File: src/hdl/backend_failover_circuit_breaker_assert.svh
// Assertion macros used by the failover selector datapath.
`ifndef BACKEND_FAILOVER_CIRCUIT_BREAKER_ASSERT_SVH
`define BACKEND_FAILOVER_CIRCUIT_BREAKER_ASSERT_SVH

// Condition that must hold at every clock edge out of reset.
`define BFCB_ASSERT_ALWAYS(lbl, ck, rn, cond) \
    lbl: assert property (@(posedge ck) disable iff (!(rn)) (cond)) \
        else $error("bfcb invariant violated");

// Condition that must hold in the same cycle whenever the trigger holds.
`define BFCB_ASSERT_IMPLIES(lbl, ck, rn, pre, post) \
    lbl: assert property (@(posedge ck) disable iff (!(rn)) (pre) |-> (post)) \
        else $error("bfcb implication violated");

`endif

File: src/hdl/bfcb_pkg.sv
// Types, codes and constants of the backend failover selector.
package bfcb_pkg;

    localparam int MAX_BACKENDS    = 16;
    localparam int TIME_BITS       = 48;
    localparam int FAIL_COUNT_BITS = 8;

    localparam int IDX_W     = $clog2(MAX_BACKENDS);
    localparam int CNT_W     = $clog2(MAX_BACKENDS + 1);
    localparam int CFG_IDX_W = 2;
    localparam int KIND_W    = 3;
    localparam int HEALTH_W  = 2;
    localparam int REQ_W     = 2;

    localparam logic [FAIL_COUNT_BITS-1:0] FAIL_MAX = '1;

    // Register reset values
    localparam logic [FAIL_COUNT_BITS-1:0] THRESH_RST = FAIL_COUNT_BITS'(2);
    localparam logic [TIME_BITS-1:0]       COOL_RST   = TIME_BITS'(30 * 1000);
    localparam logic [CNT_W-1:0]           LIMIT_RST  = CNT_W'(3);
    localparam logic [CNT_W-1:0]           COUNT_RST  = CNT_W'(MAX_BACKENDS);

    // Register indexes
    localparam logic [CFG_IDX_W-1:0] CFG_THRESHOLD = 2'd0;
    localparam logic [CFG_IDX_W-1:0] CFG_COOL_DOWN = 2'd1;
    localparam logic [CFG_IDX_W-1:0] CFG_MAX_TRIES = 2'd2;
    localparam logic [CFG_IDX_W-1:0] CFG_COUNT     = 2'd3;

    // Request codes
    localparam logic [REQ_W-1:0] REQ_START   = 2'd0;
    localparam logic [REQ_W-1:0] REQ_OUTCOME = 2'd1;
    localparam logic [REQ_W-1:0] REQ_STATUS  = 2'd2;

    // Result kinds
    localparam logic [KIND_W-1:0] KIND_TRY        = 3'd0;
    localparam logic [KIND_W-1:0] KIND_SERVED     = 3'd1;
    localparam logic [KIND_W-1:0] KIND_ALL_FAILED = 3'd2;
    localparam logic [KIND_W-1:0] KIND_STATUS     = 3'd3;
    localparam logic [KIND_W-1:0] KIND_IGNORED    = 3'd4;

    // Health codes
    localparam logic [HEALTH_W-1:0] HEALTH_OK        = 2'd0;
    localparam logic [HEALTH_W-1:0] HEALTH_DEGRADED  = 2'd1;
    localparam logic [HEALTH_W-1:0] HEALTH_HALF_OPEN = 2'd2;

    typedef enum logic [2:0] {
        ST_IDLE,
        ST_DECODE,
        ST_LOAD,
        ST_UPDATE,
        ST_SCAN,
        ST_OFFER,
        ST_EMIT
    } state_t;

    typedef struct packed {
        logic capture;
        logic turn_reset;
        logic addr_pick;
        logic addr_query;
        logic scan_init;
        logic scan_run;
        logic res_ignored;
        logic res_status;
        logic res_served;
        logic fail_update;
        logic offer;
        logic emit;
    } dp_cmd_t;

    typedef struct packed {
        logic [REQ_W-1:0] req;
        logic             ok;
        logic             turn_active;
        logic             scan_done;
        logic             out_busy;
    } dp_stat_t;

endpackage

File: src/hdl/bfcb_ctrl.sv
// Sequencing state machine of the failover selector.
module bfcb_ctrl (
    input  logic               clk,
    input  logic               rst_n,
    input  logic               in_valid,
    output logic               in_ready,
    input  bfcb_pkg::dp_stat_t stat,
    output bfcb_pkg::dp_cmd_t  cmd
);
    import bfcb_pkg::*;

    state_t state_reg;
    state_t state_next;

    always_ff @(posedge clk or negedge rst_n)
    begin
        if (!rst_n)
        begin
            state_reg <= ST_IDLE;
        end
        else
        begin
            state_reg <= state_next;
        end
    end

    always_comb
    begin
        state_next = state_reg;
        case (state_reg)
            ST_IDLE:
            begin
                if (in_valid)
                begin
                    state_next = ST_DECODE;
                end
            end
            ST_DECODE:
            begin
                case (stat.req)
                    REQ_START:   state_next = ST_SCAN;
                    REQ_OUTCOME: state_next = stat.turn_active ? ST_LOAD : ST_EMIT;
                    REQ_STATUS:  state_next = ST_LOAD;
                    default:     state_next = ST_EMIT;
                endcase
            end
            ST_LOAD:
            begin
                state_next = ST_UPDATE;
            end
            ST_UPDATE:
            begin
                if (stat.req == REQ_STATUS || stat.ok)
                begin
                    state_next = ST_EMIT;
                end
                else
                begin
                    state_next = ST_SCAN;
                end
            end
            ST_SCAN:
            begin
                if (stat.scan_done)
                begin
                    state_next = ST_OFFER;
                end
            end
            ST_OFFER:
            begin
                state_next = ST_EMIT;
            end
            ST_EMIT:
            begin
                if (!stat.out_busy)
                begin
                    state_next = ST_IDLE;
                end
            end
            default:
            begin
                state_next = ST_IDLE;
            end
        endcase
    end

    always_comb
    begin
        cmd      = '0;
        in_ready = 1'b0;
        case (state_reg)
            ST_IDLE:
            begin
                in_ready    = 1'b1;
                cmd.capture = in_valid;
            end
            ST_DECODE:
            begin
                case (stat.req)
                    REQ_START:
                    begin
                        cmd.turn_reset = 1'b1;
                        cmd.scan_init  = 1'b1;
                    end
                    REQ_OUTCOME:
                    begin
                        cmd.addr_pick   = stat.turn_active;
                        cmd.res_ignored = !stat.turn_active;
                    end
                    REQ_STATUS:
                    begin
                        cmd.addr_query = 1'b1;
                    end
                    default:
                    begin
                        cmd.res_ignored = 1'b1;
                    end
                endcase
            end
            ST_UPDATE:
            begin
                if (stat.req == REQ_STATUS)
                begin
                    cmd.res_status = 1'b1;
                end
                else if (stat.ok)
                begin
                    cmd.res_served = 1'b1;
                end
                else
                begin
                    cmd.fail_update = 1'b1;
                    cmd.scan_init   = 1'b1;
                end
            end
            ST_SCAN:
            begin
                cmd.scan_run = 1'b1;
            end
            ST_OFFER:
            begin
                cmd.offer = 1'b1;
            end
            ST_EMIT:
            begin
                cmd.emit = !stat.out_busy;
            end
            default:
            begin
                cmd = '0;
            end
        endcase
    end

endmodule

File: src/hdl/bfcb_datapath.sv
// Registers, breaker state, priority scan and result registers of the selector.
`include "backend_failover_circuit_breaker_assert.svh"

module bfcb_datapath (
    input  logic                                 clk,
    input  logic                                 rst_n,
    input  bfcb_pkg::dp_cmd_t                    cmd,
    output bfcb_pkg::dp_stat_t                   stat,
    input  logic                                 cfg_write,
    input  logic [bfcb_pkg::CFG_IDX_W-1:0]       cfg_index,
    input  logic [bfcb_pkg::TIME_BITS-1:0]       cfg_data,
    input  logic [bfcb_pkg::REQ_W-1:0]           req_type,
    input  logic [bfcb_pkg::TIME_BITS-1:0]       now_time,
    input  logic                                 try_succeeded,
    input  logic [bfcb_pkg::IDX_W-1:0]           query_index,
    input  logic                                 out_ready,
    output logic                                 out_valid,
    output logic [bfcb_pkg::KIND_W-1:0]          result_kind,
    output logic [bfcb_pkg::IDX_W-1:0]           backend_index,
    output logic [bfcb_pkg::HEALTH_W-1:0]        health,
    output logic [bfcb_pkg::FAIL_COUNT_BITS-1:0] failure_count,
    output logic [bfcb_pkg::CNT_W-1:0]           tries_used
);
    import bfcb_pkg::*;

    // Configuration
    logic [FAIL_COUNT_BITS-1:0] thr_reg;
    logic [TIME_BITS-1:0]       cool_reg;
    logic [CNT_W-1:0]           lim_reg;
    logic [CNT_W-1:0]           bc_reg;

    // Captured request
    logic [REQ_W-1:0]     req_reg;
    logic [TIME_BITS-1:0] now_reg;
    logic                 ok_reg;
    logic [IDX_W-1:0]     query_reg;

    // Breaker state
    logic [FAIL_COUNT_BITS-1:0] fail_cnt_reg [MAX_BACKENDS];
    logic                       deg_flag_reg [MAX_BACKENDS];
    logic [TIME_BITS-1:0]       stamp_mem    [MAX_BACKENDS];

    // Turn state
    logic [MAX_BACKENDS-1:0] tried_mask_reg;
    logic [CNT_W-1:0]        tries_reg;
    logic                    turn_reg;
    logic [IDX_W-1:0]        pick_reg;

    // Read port and scan
    logic [IDX_W-1:0]           rd_addr_reg;
    logic [CNT_W-1:0]           issue_cnt_reg;
    logic                       rd_live_reg;
    logic [IDX_W-1:0]           rd_idx_reg;
    logic                       rd_flag_reg;
    logic [FAIL_COUNT_BITS-1:0] rd_cnt_reg;
    logic [TIME_BITS-1:0]       stamp_rd_reg;
    logic                       found_good_reg;
    logic                       found_any_reg;
    logic [IDX_W-1:0]           good_idx_reg;
    logic [IDX_W-1:0]           any_idx_reg;

    // Staged result
    logic [KIND_W-1:0]          res_kind_reg;
    logic [IDX_W-1:0]           res_idx_reg;
    logic [HEALTH_W-1:0]        res_health_reg;
    logic [FAIL_COUNT_BITS-1:0] res_cnt_reg;
    logic [CNT_W-1:0]           res_tries_reg;

    // Output register
    logic                       out_valid_reg;
    logic [KIND_W-1:0]          out_kind_reg;
    logic [IDX_W-1:0]           out_idx_reg;
    logic [HEALTH_W-1:0]        out_health_reg;
    logic [FAIL_COUNT_BITS-1:0] out_cnt_reg;
    logic [CNT_W-1:0]           out_tries_reg;

    logic [CNT_W-1:0]           eff_n;
    logic [CNT_W-1:0]           eff_lim;
    logic                       issue_now;
    logic [TIME_BITS-1:0]       elapsed;
    logic [HEALTH_W-1:0]        rd_health;
    logic [IDX_W-1:0]           offer_pick;
    logic                       offer_take;
    logic [FAIL_COUNT_BITS-1:0] cnt_inc;
    logic                       degrade_hit;
    logic                       in_range;

    // Clamp backend count to 1..MAX_BACKENDS, try limit to the count
    always_comb
    begin
        if (bc_reg == '0)
        begin
            eff_n = CNT_W'(1);
        end
        else if (bc_reg > CNT_W'(MAX_BACKENDS))
        begin
            eff_n = CNT_W'(MAX_BACKENDS);
        end
        else
        begin
            eff_n = bc_reg;
        end
        eff_lim = (lim_reg > eff_n) ? eff_n : lim_reg;
    end

    always_ff @(posedge clk or negedge rst_n)
    begin
        if (!rst_n)
        begin
            thr_reg  <= THRESH_RST;
            cool_reg <= COOL_RST;
            lim_reg  <= LIMIT_RST;
            bc_reg   <= COUNT_RST;
        end
        else if (cfg_write)
        begin
            case (cfg_index)
                CFG_THRESHOLD: thr_reg  <= cfg_data[FAIL_COUNT_BITS-1:0];
                CFG_COOL_DOWN: cool_reg <= cfg_data;
                CFG_MAX_TRIES: lim_reg  <= cfg_data[CNT_W-1:0];
                CFG_COUNT:     bc_reg   <= cfg_data[CNT_W-1:0];
                default:       thr_reg  <= thr_reg;
            endcase
        end
    end

    always_ff @(posedge clk)
    begin
        if (cmd.capture)
        begin
            req_reg   <= req_type;
            now_reg   <= now_time;
            ok_reg    <= try_succeeded;
            query_reg <= query_index;
        end
    end

    assign issue_now = cmd.scan_run && (issue_cnt_reg < eff_n);

    always_ff @(posedge clk or negedge rst_n)
    begin
        if (!rst_n)
        begin
            rd_addr_reg   <= '0;
            issue_cnt_reg <= '0;
            rd_live_reg   <= 1'b0;
        end
        else
        begin
            rd_live_reg <= issue_now;
            if (cmd.scan_init)
            begin
                rd_addr_reg   <= '0;
                issue_cnt_reg <= '0;
            end
            else if (cmd.addr_pick)
            begin
                rd_addr_reg <= pick_reg;
            end
            else if (cmd.addr_query)
            begin
                rd_addr_reg <= query_reg;
            end
            else if (issue_now)
            begin
                rd_addr_reg   <= rd_addr_reg + IDX_W'(1);
                issue_cnt_reg <= issue_cnt_reg + CNT_W'(1);
            end
        end
    end

    // Stamp memory: one write port, one registered read port
    always_ff @(posedge clk)
    begin
        if (cmd.fail_update && degrade_hit)
        begin
            stamp_mem[pick_reg] <= now_reg;
        end
    end

    always_ff @(posedge clk)
    begin
        stamp_rd_reg <= stamp_mem[rd_addr_reg];
        rd_flag_reg  <= deg_flag_reg[rd_addr_reg];
        rd_cnt_reg   <= fail_cnt_reg[rd_addr_reg];
        rd_idx_reg   <= rd_addr_reg;
    end

    assign elapsed = now_reg - stamp_rd_reg;

    always_comb
    begin
        if (!rd_flag_reg)
        begin
            rd_health = HEALTH_OK;
        end
        else if (elapsed >= cool_reg)
        begin
            rd_health = HEALTH_HALF_OPEN;
        end
        else
        begin
            rd_health = HEALTH_DEGRADED;
        end
    end

    // Keep the first untried entry, and the first untried one that is usable
    always_ff @(posedge clk or negedge rst_n)
    begin
        if (!rst_n)
        begin
            found_good_reg <= 1'b0;
            found_any_reg  <= 1'b0;
            good_idx_reg   <= '0;
            any_idx_reg    <= '0;
        end
        else if (cmd.scan_init)
        begin
            found_good_reg <= 1'b0;
            found_any_reg  <= 1'b0;
        end
        else if (rd_live_reg && !tried_mask_reg[rd_idx_reg])
        begin
            if (!found_any_reg)
            begin
                found_any_reg <= 1'b1;
                any_idx_reg   <= rd_idx_reg;
            end
            if (!found_good_reg && rd_health != HEALTH_DEGRADED)
            begin
                found_good_reg <= 1'b1;
                good_idx_reg   <= rd_idx_reg;
            end
        end
    end

    assign offer_pick  = found_good_reg ? good_idx_reg : any_idx_reg;
    assign offer_take  = (tries_reg < eff_lim) && found_any_reg;
    assign cnt_inc     = (rd_cnt_reg == FAIL_MAX) ? rd_cnt_reg
                                                  : rd_cnt_reg + FAIL_COUNT_BITS'(1);
    assign degrade_hit = cnt_inc >= thr_reg;
    assign in_range    = {1'b0, query_reg} < eff_n;

    always_ff @(posedge clk or negedge rst_n)
    begin
        if (!rst_n)
        begin
            for (int i = 0; i < MAX_BACKENDS; i++)
            begin
                fail_cnt_reg[i] <= '0;
                deg_flag_reg[i] <= 1'b0;
            end
        end
        else if (cmd.res_served)
        begin
            fail_cnt_reg[pick_reg] <= '0;
            deg_flag_reg[pick_reg] <= 1'b0;
        end
        else if (cmd.fail_update)
        begin
            fail_cnt_reg[pick_reg] <= cnt_inc;
            if (degrade_hit)
            begin
                deg_flag_reg[pick_reg] <= 1'b1;
            end
        end
    end

    always_ff @(posedge clk or negedge rst_n)
    begin
        if (!rst_n)
        begin
            tried_mask_reg <= '0;
            tries_reg      <= '0;
            turn_reg       <= 1'b0;
            pick_reg       <= '0;
        end
        else if (cmd.turn_reset)
        begin
            // Drop any open turn; the offer reopens it
            tried_mask_reg <= '0;
            tries_reg      <= '0;
            turn_reg       <= 1'b0;
        end
        else if (cmd.res_served)
        begin
            turn_reg <= 1'b0;
        end
        else if (cmd.offer)
        begin
            if (offer_take)
            begin
                tried_mask_reg[offer_pick] <= 1'b1;
                tries_reg                  <= tries_reg + CNT_W'(1);
                pick_reg                   <= offer_pick;
                turn_reg                   <= 1'b1;
            end
            else
            begin
                turn_reg <= 1'b0;
            end
        end
    end

    always_ff @(posedge clk)
    begin
        if (cmd.res_ignored)
        begin
            res_kind_reg   <= KIND_IGNORED;
            res_idx_reg    <= '0;
            res_health_reg <= HEALTH_OK;
            res_cnt_reg    <= '0;
            res_tries_reg  <= '0;
        end
        else if (cmd.res_status)
        begin
            res_kind_reg   <= KIND_STATUS;
            res_idx_reg    <= query_reg;
            res_health_reg <= in_range ? rd_health : HEALTH_OK;
            res_cnt_reg    <= in_range ? rd_cnt_reg : '0;
            res_tries_reg  <= tries_reg;
        end
        else if (cmd.res_served)
        begin
            res_kind_reg   <= KIND_SERVED;
            res_idx_reg    <= pick_reg;
            res_health_reg <= HEALTH_OK;
            res_cnt_reg    <= '0;
            res_tries_reg  <= tries_reg;
        end
        else if (cmd.offer)
        begin
            res_health_reg <= HEALTH_OK;
            res_cnt_reg    <= '0;
            if (offer_take)
            begin
                res_kind_reg  <= KIND_TRY;
                res_idx_reg   <= offer_pick;
                res_tries_reg <= tries_reg + CNT_W'(1);
            end
            else
            begin
                res_kind_reg  <= KIND_ALL_FAILED;
                res_idx_reg   <= '0;
                res_tries_reg <= tries_reg;
            end
        end
    end

    // Output register: load on emit, drop once the transfer completes
    always_ff @(posedge clk or negedge rst_n)
    begin
        if (!rst_n)
        begin
            out_valid_reg <= 1'b0;
        end
        else if (cmd.emit)
        begin
            out_valid_reg <= 1'b1;
        end
        else if (out_ready)
        begin
            out_valid_reg <= 1'b0;
        end
    end

    always_ff @(posedge clk)
    begin
        if (cmd.emit)
        begin
            out_kind_reg   <= res_kind_reg;
            out_idx_reg    <= res_idx_reg;
            out_health_reg <= res_health_reg;
            out_cnt_reg    <= res_cnt_reg;
            out_tries_reg  <= res_tries_reg;
        end
    end

    assign out_valid     = out_valid_reg;
    assign result_kind   = out_kind_reg;
    assign backend_index = out_idx_reg;
    assign health        = out_health_reg;
    assign failure_count = out_cnt_reg;
    assign tries_used    = out_tries_reg;

    assign stat.req         = req_reg;
    assign stat.ok          = ok_reg;
    assign stat.turn_active = turn_reg;
    assign stat.scan_done   = (issue_cnt_reg == eff_n) && !rd_live_reg;
    assign stat.out_busy    = out_valid_reg && !out_ready;

    `BFCB_ASSERT_ALWAYS(a_mask_matches_tries, clk, rst_n, $countones(tried_mask_reg) == 32'(tries_reg))
    `BFCB_ASSERT_IMPLIES(a_pick_marked_tried, clk, rst_n, turn_reg, tried_mask_reg[pick_reg])
    `BFCB_ASSERT_IMPLIES(a_good_implies_any, clk, rst_n, found_good_reg, found_any_reg)

endmodule

File: src/hdl/backend_failover_circuit_breaker.sv
// Top level of the backend failover selector with per-backend circuit breakers.
//
//   channel  direction  handshake            payload
//   in       in         in_valid/in_ready    req_type, now_time, try_succeeded, query_index
//   out      out        out_valid/out_ready  result_kind, backend_index, health,
//                                            failure_count, tries_used
//   cfg      in         cfg_write            cfg_index, cfg_data
//
// One item at a time. A start turn and a failed outcome run the priority scan over N, the
// clamped backend count: the scan reads one backend a cycle through the stamp memory's
// single read port. Served and status items skip the scan; ignored items go to emit.
// Reset clears counts, degraded marks and turn state at once; stamps need no clearing.
// A stalled output holds its result while the next item is taken and worked on.
module backend_failover_circuit_breaker (
    input  logic                                 clk,
    input  logic                                 rst_n,
    input  logic                                 cfg_write,
    input  logic [bfcb_pkg::CFG_IDX_W-1:0]       cfg_index,
    input  logic [bfcb_pkg::TIME_BITS-1:0]       cfg_data,
    input  logic                                 in_valid,
    output logic                                 in_ready,
    input  logic [bfcb_pkg::REQ_W-1:0]           req_type,
    input  logic [bfcb_pkg::TIME_BITS-1:0]       now_time,
    input  logic                                 try_succeeded,
    input  logic [bfcb_pkg::IDX_W-1:0]           query_index,
    output logic                                 out_valid,
    input  logic                                 out_ready,
    output logic [bfcb_pkg::KIND_W-1:0]          result_kind,
    output logic [bfcb_pkg::IDX_W-1:0]           backend_index,
    output logic [bfcb_pkg::HEALTH_W-1:0]        health,
    output logic [bfcb_pkg::FAIL_COUNT_BITS-1:0] failure_count,
    output logic [bfcb_pkg::CNT_W-1:0]           tries_used
);
    import bfcb_pkg::*;

    dp_cmd_t  cmd;
    dp_stat_t stat;

    bfcb_ctrl u_ctrl (
        .clk      (clk),
        .rst_n    (rst_n),
        .in_valid (in_valid),
        .in_ready (in_ready),
        .stat     (stat),
        .cmd      (cmd)
    );

    bfcb_datapath u_datapath (
        .clk           (clk),
        .rst_n         (rst_n),
        .cmd           (cmd),
        .stat          (stat),
        .cfg_write     (cfg_write),
        .cfg_index     (cfg_index),
        .cfg_data      (cfg_data),
        .req_type      (req_type),
        .now_time      (now_time),
        .try_succeeded (try_succeeded),
        .query_index   (query_index),
        .out_ready     (out_ready),
        .out_valid     (out_valid),
        .result_kind   (result_kind),
        .backend_index (backend_index),
        .health        (health),
        .failure_count (failure_count),
        .tries_used    (tries_used)
    );

endmodule
File: config.mk
export PLATFORM = sky130hd
export DESIGN_NAME = backend_failover_circuit_breaker
export DESIGN_NICKNAME = d
export VERILOG_FILES = /design/src/hdl/bfcb_pkg.sv /design/src/hdl/bfcb_ctrl.sv /design/src/hdl/bfcb_datapath.sv /design/src/hdl/backend_failover_circuit_breaker.sv
export VERILOG_INCLUDE_DIRS = /design/src /design/src/hdl
export SDC_FILE = /design/constraint.sdc
export NUM_CORES = 1
export LEC_CHECK = 0
export ABC_AREA = 1
export CORE_ASPECT_RATIO = 1.2
export CORE_MARGIN = 2
export CORE_UTILIZATION = 30
export DETAILED_ROUTE_END_ITERATION = 6
export DONT_BUFFER_PORTS = 1
export SLEW_MARGIN = 20
export SYNTH_ARGS = -nofsm -noshare
export SYNTH_HDL_FRONTEND = slang
export SYNTH_SLANG_ARGS = --single-unit
File: constraint.sdc
create_clock -name clk -period 4.3 [get_ports clk]
set_input_delay 0.86 -clock clk [delete_from_list [all_inputs] [get_ports clk]]
set_output_delay 0.86 -clock clk [all_outputs]
set_load 0.02 [all_outputs]
=== Word-level counts from Yosys, hierarchy flattened ===
Memory sizes are Yosys's and may differ from the RTL's. A register that Yosys moved wholly into a read port is not among the register bits.
Index checks and enable logic that the tools add are counted.

* Word-level logic and storage cells: 260
* Output and inout bits: 24
* Bits of input ports: 110
* Register bits: 372
* Memories: 1
* Memory bits (writable): 768

* Reductions and logical operators: 45
* Multiplexer cells: 98
* $add $sub $neg: 5
* Equality and inequality tests: 20
* Bitwise logic cells: 12
* Order comparisons: 13

{| class="wikitable"
|+ Memory list
! memory !! words !! bits a word !! read ports !! clocked after memory_dff !! write ports !! line !! RTL
|-
| u_datapath.stamp_mem || 16 || 48 || 1 || 1 || 1 || bfcb_datapath.sv:41 || <nowiki>logic [TIME_BITS-1:0] stamp_mem [MAX_BACKENDS];</nowiki>
|}

{| class="wikitable"
|+ Operators by type and width
! kind !! count
|-
| $mux W128 || 2
|-
| $and A128 B128 Y128 || 1
|-
| $bwmux W128 || 1
|-
| $not A128 Y128 || 1
|-
| $mux W16 || 7
|-
| $mux W5 || 13
|-
| $mux W8 || 8
|-
| $ge A48 B48 Y1 || 1
|-
| $sub A48 B48 Y48 || 1
|-
| $mux W4 || 9
|-
| $bmux W8 S4 || 1
|-
| $demux W8 S4 || 1
|-
| $or A16 B16 Y16 || 2
|-
| $mux W1 || 30
|-
| $mux W3 || 9
|-
| $pmux W3 S7 || 1
|-
| $mux W2 || 9
|-
| $and A16 B16 Y16 || 1
|-
| $not A16 Y16 || 1
|-
| $reduce_bool A2 Y1 || 8
|-
| $reduce_and A3 Y1 || 5
|-
| $reduce_and A2 Y1 || 7
|-
| $add A5 B1 Y5 const B || 2
|-
| $ge A5 B5 Y1 const B || 2
|-
| 35 further kinds || 70
|}

=== Logic depth before layout (Yosys ltp) ===
Gate-level depths: netlist of the first run.

* Depth after elaboration: 11
* Gate-level depth with buffers: 27
* Mapped depth without buffers: 27

=== By module ===
A second synthesis of the first run with hierarchy kept.

* Cells, all modules: 4618
* Area total of the unflattened synthesis: 50764.9 um^2

{| class="wikitable"
|+ By module, submodules not included
! module !! instances !! cells each !! area an instance (um^2)
|-
| bfcb_datapath || 1 || 4562 || 50435.9
|-
| bfcb_ctrl || 1 || 56 || 329.1
|}

=== Worst setup path before layout of the first run ===
OpenSTA, ideal clock, no wires.

* Path type: flip-flop to flip-flop
* Start: reg u_ctrl.state_reg[0]
* End: reg u_datapath.now_reg[0] (enable)
* Cell stages (with the launch flop): 6
* Setup time: 468 ps
* Arrival time: 3363 ps
* Buffers on the path: 0
* Setup slack: 469 ps
* Cells stage by stage: dfrtp_1 nor2_1 inv_1 nor2_1 inv_1 nor2_1

{| class="wikitable"
|+ RTL lines
! element !! line !! RTL
|-
| from (decl) || bfcb_ctrl.sv:12 || <nowiki>state_t state_reg;</nowiki>
|-
| from (signal assigned) || bfcb_ctrl.sv:23 || <nowiki>state_reg <= state_next;</nowiki>
|-
| to (signal assigned) || bfcb_datapath.sv:132 || <nowiki>now_reg <= now_time;</nowiki>
|-
| to (decl) || bfcb_datapath.sv:34 || <nowiki>logic [TIME_BITS-1:0] now_reg;</nowiki>
|}

=== Worst setup path after layout of the first run ===
* Start: reg u_datapath.now_reg[6]
* End: reg u_datapath.found_good_reg

* Cells in the longest elaborated chain, start to end: 8

{| class="wikitable"
|+ RTL lines
! element !! line !! RTL
|-
| $sub A48 B48 Y48 || bfcb_datapath.sv:189 || <nowiki>assign elapsed = now_reg - stamp_rd_reg;</nowiki>
|-
| $ge A48 B48 Y1 || bfcb_datapath.sv:197 || <nowiki>else if (elapsed >= cool_reg)</nowiki>
|-
| $mux W2 || bfcb_datapath.sv:197 ||
|-
| $mux W2 || bfcb_datapath.sv:193 || <nowiki>if (!rd_flag_reg)</nowiki>
|-
| $ne A2 B1 Y1 || bfcb_datapath.sv:229 || <nowiki>if (!found_good_reg && rd_health != HEALTH_DEGRADED)</nowiki>
|-
| $logic_and A1 B1 Y1 || bfcb_datapath.sv:229 ||
|-
| $reduce_bool A2 Y1 (no line) || n/a ||
|-
| $reduce_and A2 Y1 (no line) || n/a ||
|-
| to (signal assigned) || bfcb_datapath.sv:212 || <nowiki>found_good_reg <= 1'b0;</nowiki>
|-
| to (signal assigned) || bfcb_datapath.sv:219 || <nowiki>found_good_reg <= 1'b0;</nowiki>
|-
| to (signal assigned) || bfcb_datapath.sv:231 || <nowiki>found_good_reg <= 1'b1;</nowiki>
|-
| to (decl) || bfcb_datapath.sv:57 || <nowiki>logic found_good_reg;</nowiki>
|}

No other way between the ends.
A chain may end at the register's enable or synchronous reset.

==> metrics.md, run 1 <==
| Metric | Value |
|---|---|
| Multi-input gate area | `15,600 um^2` |
| Die ar. | `174,000 um^2` |
| Tcrit/Tclk final | `94.0%` |
| Sequential share of power | `36.9%` |
| Largest net degree at the start of global routing | `261` |
| Wirelength, routed | `161,000 um` |
| CP arrival | `4680 ps` |
| Top_reg_cell synth | `edfxtp_1` |
| Hold WS | `-189 ps` |
| First-pass GRT wire length | `235,000 um` |
| Area grow syn2layout | `15.0%` |
| Switch share | `39.4%` |
| H-tree Lvls | `3` |
| Pwr/cell area | `700 nW/um^2` |
| Die Width | `381 um` |
| Core Rows | `166` |
| Met2 GRT Util | `29.8%` |
| Grt total ovfl | `0` |
| Critical path class | `flop to flop` |
| Final WS setup | `259 ps` |
| Ys async rst share | `21.9%` |
| Die height | `456 um` |
| Initial antenna violation count | `31` |
| Mapped Nets | `4,916` |
| Maximum VDD drop | `0.453 mV` |
| Failing checks | `hold timing` |
| Slew @ Worst Pin | `993 ps` |
| Placed cell count | `6,874` |
| Tmin final | `4040 ps` |
| Root Buffer Master | `clkbuf_16` |
| FF+latch count, synth | `1,188` |
| Fmax | `0.247 GHz` |
| Core Area | `170,000 um^2` |
| Clock skew | `61.5 ps` |
| CP max FO | `5` |
| Pre-CTS WS | `-227 ps` |
| CTS tree | `built` |
| Net Switching | `0.0162 W` |
| Setup-failing EPs final | `0` |
| Fillcell total | `16.9k` |
| Met1 usage | `23.3%` |
| Mapped cell area | `51,200 um^2` |
| Post-synth EDFFs | `845` |
| Skew-Pair Late Insertion Delay | `760 ps` |
| Commonest cells after routing, fill and taps aside | `866 x nand2_1, 845 x edfxtp_1, 486 x o21ai_0` |
| Hpwl dp | `98,900 um` |
| Status | `finished, violations left` |
| Mean post-synth cell area | `10.9 um^2` |
| Busiest grt layer | `met2` |
| Worst Setup End Kind | `flop` |
| Post-route ant nets | `0` |
| Max-Slew Margin vs Limit | `33.8%` |
| Top cell type's share of synthesized area | `49.6%` |
| Setup tns final | `0 ps` |
| Req. time, crit path | `4940 ps` |
| Leak | `22.1 nW` |
| Dominant cell type by area after synthesis | `edfxtp_1` |
| Unrepaired setup endpoints after global routing | `no` |
| Internal power | `0.0250 W` |
| Total GRT Usage | `18.0%` |
| Top cells by area, synth | `edfxtp_1 50%, dfrtp_1 12%, nand2_1 6.4%` |
| Max-cap violation count | `0` |
| DR vias | `36.4k` |
| Pins Over Slew Limit | `0` |
| Drt first pass iters | `6` |
| Yosys warns | `0` |
| Initial core utilization | `30.1%` |
| Non-Filler Instances | `7,113` |
| DRT iter0 DRCs | `3,816` |
| Comb pwr share | `36.8%` |
| Vias in the first global route | `35.1k` |
| Synthesized instance count | `4,681` |
| Drt wl/cell | `22.6 um` |
| Max reg flops | `768` |
| # DRC | `0` |
| Hold Path Class | `primary input to asynchronous set/reset pin` |
| Clock share of power | `26.4%` |
| Seq/Total Area, Yosys | `65.6%` |
| Num CTS Buffers | `120` |
| Via density | `5.12` |
| Clock Sinks | `1,188` |
| Synth cell types | `65` |
| # IOs | `134` |
| Final hold viol count | `196` |
| IO Port Bufs | `0` |
| Register area | `33,600 um^2` |
| Final GP Congestion | `0.957` |
| CTS Buffer Depth | `3` |
| Commonest non-fill, non-tap cell in the layout | `nand2_1` |
| NumNets Final | `4,965` |
| Reg clk slew, reported paths | `70 ps` |
| M3 GR Usage | `3.26%` |
| Layout cells sized above 1 | `10.4%` |
| Crit start category | `flop` |
## Yosys cell counts (7+ instances only)
| cell type | instances |
|---|---|
| a21o_1 | 9 |
| a21oi_1 | 315 |
| a21oi_2 | 13 |
| a221oi_1 | 61 |
| a22oi_1 | 18 |
| a31oi_1 | 12 |
| buf_2 | 87 |
| clkbuf_1 | 105 |
| dfrtp_1 | 249 |
| dfstp_2 | 11 |
| dfxtp_1 | 83 |
| edfxtp_1 | 845 |
| ha_1 | 124 |
| inv_1 | 313 |
| inv_2 | 15 |
| nand2_1 | 867 |
| nand2_2 | 15 |
| nand3_1 | 158 |
| nand4_1 | 70 |
| nor2_1 | 453 |
| nor3_1 | 16 |
| o211ai_1 | 10 |
| o21a_1 | 7 |
| o21ai_0 | 490 |
| o21ai_1 | 60 |
| o21ai_2 | 20 |
| o21bai_1 | 7 |
| o221ai_1 | 51 |
| o22ai_1 | 67 |
| xnor2_1 | 15 |
| xor2_1 | 35 |
## power groups by stage
stage	Clock [W]	Sequential, W	Combinational (W)
5_1_grt	0.0114	0.0153	0.0166
4_1_cts	0.0110	0.0152	0.0149
3_3_place_gp	0	0.0154	0.0147
2_1_floorplan	0	0.0150	0.00982
6_report	0.0109	0.0152	0.0151
3_5_place_dp	0	0.0154	0.0148
## worst paths after layout
path | start | end | slack, ps | cells past startpoint
worst max-delay path | u_datapath.now_reg[6] | u_datapath.found_good_reg | 260 | 24
worst min-delay path | rst_n | u_datapath.tried_mask_reg[15] | -190 | 0
worst max register to register | u_datapath.now_reg[6] | u_datapath.found_good_reg | 260 | 24
worst min register to register | u_datapath.res_tries_reg[2] | u_datapath.tries_used[2] | 430 | 0
max in group asynchronous | rst_n | u_datapath.rd_addr_reg[3] | 3680 | 0
min in group clk | now_time[14] | u_datapath.now_reg[14] | 190 | 0
## metrics by stage
step	hold WS, ps	util, %	instance area (um^2)	total power, W
4_1_cts	-239	34.5	58700	0.0411
5_1_grt	-225	34.6	58800	0.0434
3_5_place_dp	419	32.1	54500	0.0302
6_report	-189	34.6	58800	0.0412
2_1_floorplan	342	-	51200	0.0248
3_3_place_gp	412	32.1	54500	0.0300
## kinds of logic after synthesis
logic type,share of synthesized area [%]
compound gates,12.9
xor+xnor,0.888
fa+ha+maj,3.07
buf+inv,4.32
flops,65.6
mux,0.0196
simple gates,13.2
## worst max-delay path, stage by stage, from the launching register on
cell      delay [ps]
edfxtp_1         410
ha_1             360
a21oi_1          240
nor2_1            80
nor2_2           150
a21boi_0         290
o21ai_1          130
a21oi_1          290
xnor2_1          230
ha_1             320
nand2_1           80
nand2_1           50
nand2_1           50
nand2_1           70
nand2_1           70
nand2_1           80
nand2_1           70
nand2_1           60
nand2_1           60
nand2_1          100
nor2_4           230
buf_4            190
nand3_2          110
nand2_2          130
o21ai_0           80
## layer usage
| metal | vias to the layer above | part of all wire [%] | wire [um] |
|---|---|---|---|
| met3 | 312 | 6.8 | 10900 |
| met2 | 1341 | 48 | 76700 |
| met4 | 30 | 3.3 | 5300 |
| met5 | - | 0.13 | 201 |
| li1 | 16655 | - | - |
| met1 | 18064 | 42 | 67700 |
## timing repair
item                                    in CTS  in global routing
gates resized for setup                      4                 35
buffers inserted                             0                  2
endpoints found under the hold margin      249                249
pin swaps                                    0                  6
endpoints found under the setup margin       7                 13
## cell type report
| class | instances | area share, % |
|---|---|---|
| inverter | 331 | 2.17 |
| clock inverter | 68 | 1.33 |
| timing repair buffer | 137 | 2.39 |
| tap | 2268 | 4.82 |
| antenna | 8 | 0.0340 |
| clock buffer | 161 | 5.69 |
| multi-input combinational | 2952 | 26.5 |
| sequential | 1188 | 57.1 |
Power figures use the tool's default switching activity.
==> run 2, diff against run 1 <==
clock period = 3.9 ns   (was 4.3 ns; I/O delays follow)
==> run 2 against run 1 <==
  * The flow still finishes with violations (hold timing)
  * Sequential power is 9.9% higher
  * Sequential share of layout area is 1.9 points lower
  * Combinational power is 25% higher
  * Die area stayed put
  * Worst setup slack worse by 83 ps
  * Largest power group is now combinational logic
  * Global-route usage is 0.12 points lower
  * Critical path type unchanged
  * Worst hold slack worse by 110 ps
  * Clock skew is 8.7 ps higher
  * Clock power is 6% higher
  * Wire length is 0.57% lower
  * Critical path depth is 2 lower
  * Cell area is 3.4% higher
==> metrics.md, run 2 (synthesis results as in run 1) <==
| Metric | Value |
|---|---|
| Status | `finished, violations left` |
| Failing checks | `hold timing` |
| DR vias | `37.0k (+1.6%)` |
| Initial antenna violation count | `30 (-3.2%)` |
| Final GP Congestion | `0.996 (+4.1%)` |
| IO Port Bufs | `0 (unchanged)` |
| Wirelength, routed | `160,000 um (-0.57%)` |
| Layout cells sized above 1 | `15.7% (+5.3 points)` |
| # IOs | `134 (unchanged)` |
| DRT iter0 DRCs | `3,795 (-0.55%)` |
| Unrepaired setup endpoints after global routing | `yes` |
| Multi-input gate area | `16,200 um^2 (+4.1%)` |
| Core Rows | `166 (unchanged)` |
| Critical path class | `flop to flop` |
| Tmin final | `3720 ps (-317 ps)` |
| NumNets Final | `5,149 (+3.7%)` |
| Largest net degree at the start of global routing | `261 (unchanged)` |
| Hpwl dp | `103,000 um (+4.0%)` |
| Busiest grt layer | `met2` |
| Skew-Pair Late Insertion Delay | `790 ps (+30 ps)` |
| Max reg flops | `768 (unchanged)` |
| Reg clk slew, reported paths | `60 ps (about the same)` |
| Max-cap violation count | `0 (unchanged)` |
| CP max FO | `5 (unchanged)` |
| Drt first pass iters | `6 (unchanged)` |
| Fmax | `0.269 GHz (+8.5%)` |
| Core Area | `170,000 um^2 (unchanged)` |
| Initial core utilization | `30.1% (unchanged)` |
| Worst Setup End Kind | `flop` |
| Max-Slew Margin vs Limit | `25.6% (-8.2 points)` |
| H-tree Lvls | `3 (unchanged)` |
| Register area | `33,600 um^2 (unchanged)` |
| Met2 GRT Util | `29.8% (-0.042 points)` |
| Drt wl/cell | `21.9 um (-3.0%)` |
| Hold WS | `-298 ps (-110 ps)` |
| Post-route ant nets | `0 (unchanged)` |
| Slew @ Worst Pin | `1120 ps (+124 ps)` |
| Final hold viol count | `249 (+27%)` |
| Pins Over Slew Limit | `0 (unchanged)` |
| Req. time, crit path | `4610 ps (-330 ps)` |
| Leak | `23.0 nW (+4.1%)` |
| Root Buffer Master | `clkbuf_16` |
| Hold Path Class | `primary input to asynchronous set/reset pin` |
| Area grow syn2layout | `18.8%` |
| # DRC | `0 (unchanged)` |
| Die ar. | `174,000 um^2 (unchanged)` |
| Met1 usage | `23.3% (-0.026 points)` |
| Via density | `5.07 (-0.92%)` |
| Pwr/cell area | `773 nW/um^2 (+10%)` |
| Commonest cells after routing, fill and taps aside | `855 x nand2_1, 845 x edfxtp_1, 469 x o21ai_0` |
| Setup-failing EPs final | `0 (unchanged)` |
| Crit start category | `flop` |
| CTS tree | `built` |
| Die height | `456 um (unchanged)` |
| Vias in the first global route | `35.5k (+1.2%)` |
| Setup tns final | `0 ps (unchanged)` |
| Num CTS Buffers | `119 (-0.83%)` |
| Commonest non-fill, non-tap cell in the layout | `nand2_1` |
| Clock Sinks | `1,188 (unchanged)` |
| Grt total ovfl | `0 (unchanged)` |
| Maximum VDD drop | `0.469 mV (+3.4%)` |
| First-pass GRT wire length | `234,000 um (-0.36%)` |
| Total GRT Usage | `17.8% (-0.12 points)` |
| Clock skew | `70.2 ps (+8.72 ps)` |
| CP arrival | `4430 ps (-250 ps)` |
| Die Width | `381 um (unchanged)` |
| Fillcell total | `16.8k (-0.25%)` |
| M3 GR Usage | `2.78% (-0.48 points)` |
| CTS Buffer Depth | `3 (unchanged)` |
| Tcrit/Tclk final | `95.5% (+1.5 points)` |
[run 2: cell count changes in the layout (fill, tap and decap cells not counted), moves of 10 or more]
cell / delta
a21oi_1: -17
a21oi_2: +15
buf_12: +10
buf_4: +175
ha_1: -20
ha_4: +24
nand2_1: -11
nand2_2: +10
nor2_1: -34
nor2_2: +29
o21ai_0: -17
o21ai_1: +12
[run 2: area by class of cell]
type	count	area share [%]
multi-input cells	2952	26.7
diodes	5	0.0206
repair buffers	322	4.81
well taps	2268	4.67
clock inverters	76	1.27
clock buffers	152	5.23
flip-flops and latches	1188	55.2
inverters	331	2.10
[run 2: critical path, stage by stage, from the launching register on]
cell and delay, ps:
edfxtp_1 460, ha_1 330, buf_4 170, nand2_1 60, nand2_1 60, a21oi_1 200, o21ai_0 220, nor2_1 210
nand3_2 160, xor2_2 220, ha_1 310, nand2_1 60, nor2_1 50, buf_4 120, nand2_1 60, nand2_1 60
a21oi_2 120, nand2_1 100, nor2_4 190, buf_6 150, buf_4 110, nand4_1 70, a21oi_1 160
[run 2: where the power goes]
group          internal [W]  total [W]  switching [W]
logic               0.00669     0.0188         0.0121
registers            0.0155     0.0167        0.00122
clock network       0.00647     0.0115        0.00503
[run 2: worst paths after layout]
check / start / end / slack [ps] / cells past startpoint
worst max-delay path: u_datapath.now_reg[33] / u_datapath.res_health_reg[0] / 180 / 22
worst min-delay path: rst_n / u_datapath.tried_mask_reg[3] / -300 / 0
worst max register to register: u_datapath.now_reg[33] / u_datapath.res_health_reg[0] / 180 / 22
worst min register to register: u_datapath.res_tries_reg[2] / u_datapath.tries_used[2] / 440 / 0
max in group asynchronous: rst_n / u_datapath.cool_reg[26] / 3270 / 0
min in group clk: try_succeeded / u_datapath.ok_reg / 90 / 0
[run 2: through the flow]
| stage | setup slack, ps | power (W) | instances | utilization (%) | cell area [um^2] |
|---|---|---|---|---|---|
| after floorplan | 69.0 | 0.0273 | 4681 | - | 51200 |
| after global placement | -548 | 0.0344 | 7043 | 32.9 | 55900 |
| after detailed placement | -561 | 0.0346 | 7043 | 32.9 | 55900 |
| after CTS | 0.691 | 0.0463 | 7279 | 35.4 | 60100 |
| after global routing | -31.7 | 0.0497 | 7291 | 35.8 | 60800 |
| final | 176 | 0.0470 | 7294 | 35.8 | 60800 |
[run 2: repair_timing]
action,in CTS,in global routing
setup buffers,8,10
setup endpoints to repair,7,203
pin swaps,2,36
hold endpoints to repair,255,249
resized for setup,36,149
[run 2: metal layers]
metal / share of wire [%] / vias up / wire, um
li1: - / 17012 / -
met1: 41 / 18285 / 65700
met2: 48 / 1347 / 77100
met3: 7.0 / 308 / 11200
met4: 3.5 / 34 / 5560
met5: 0.14 / - / 230
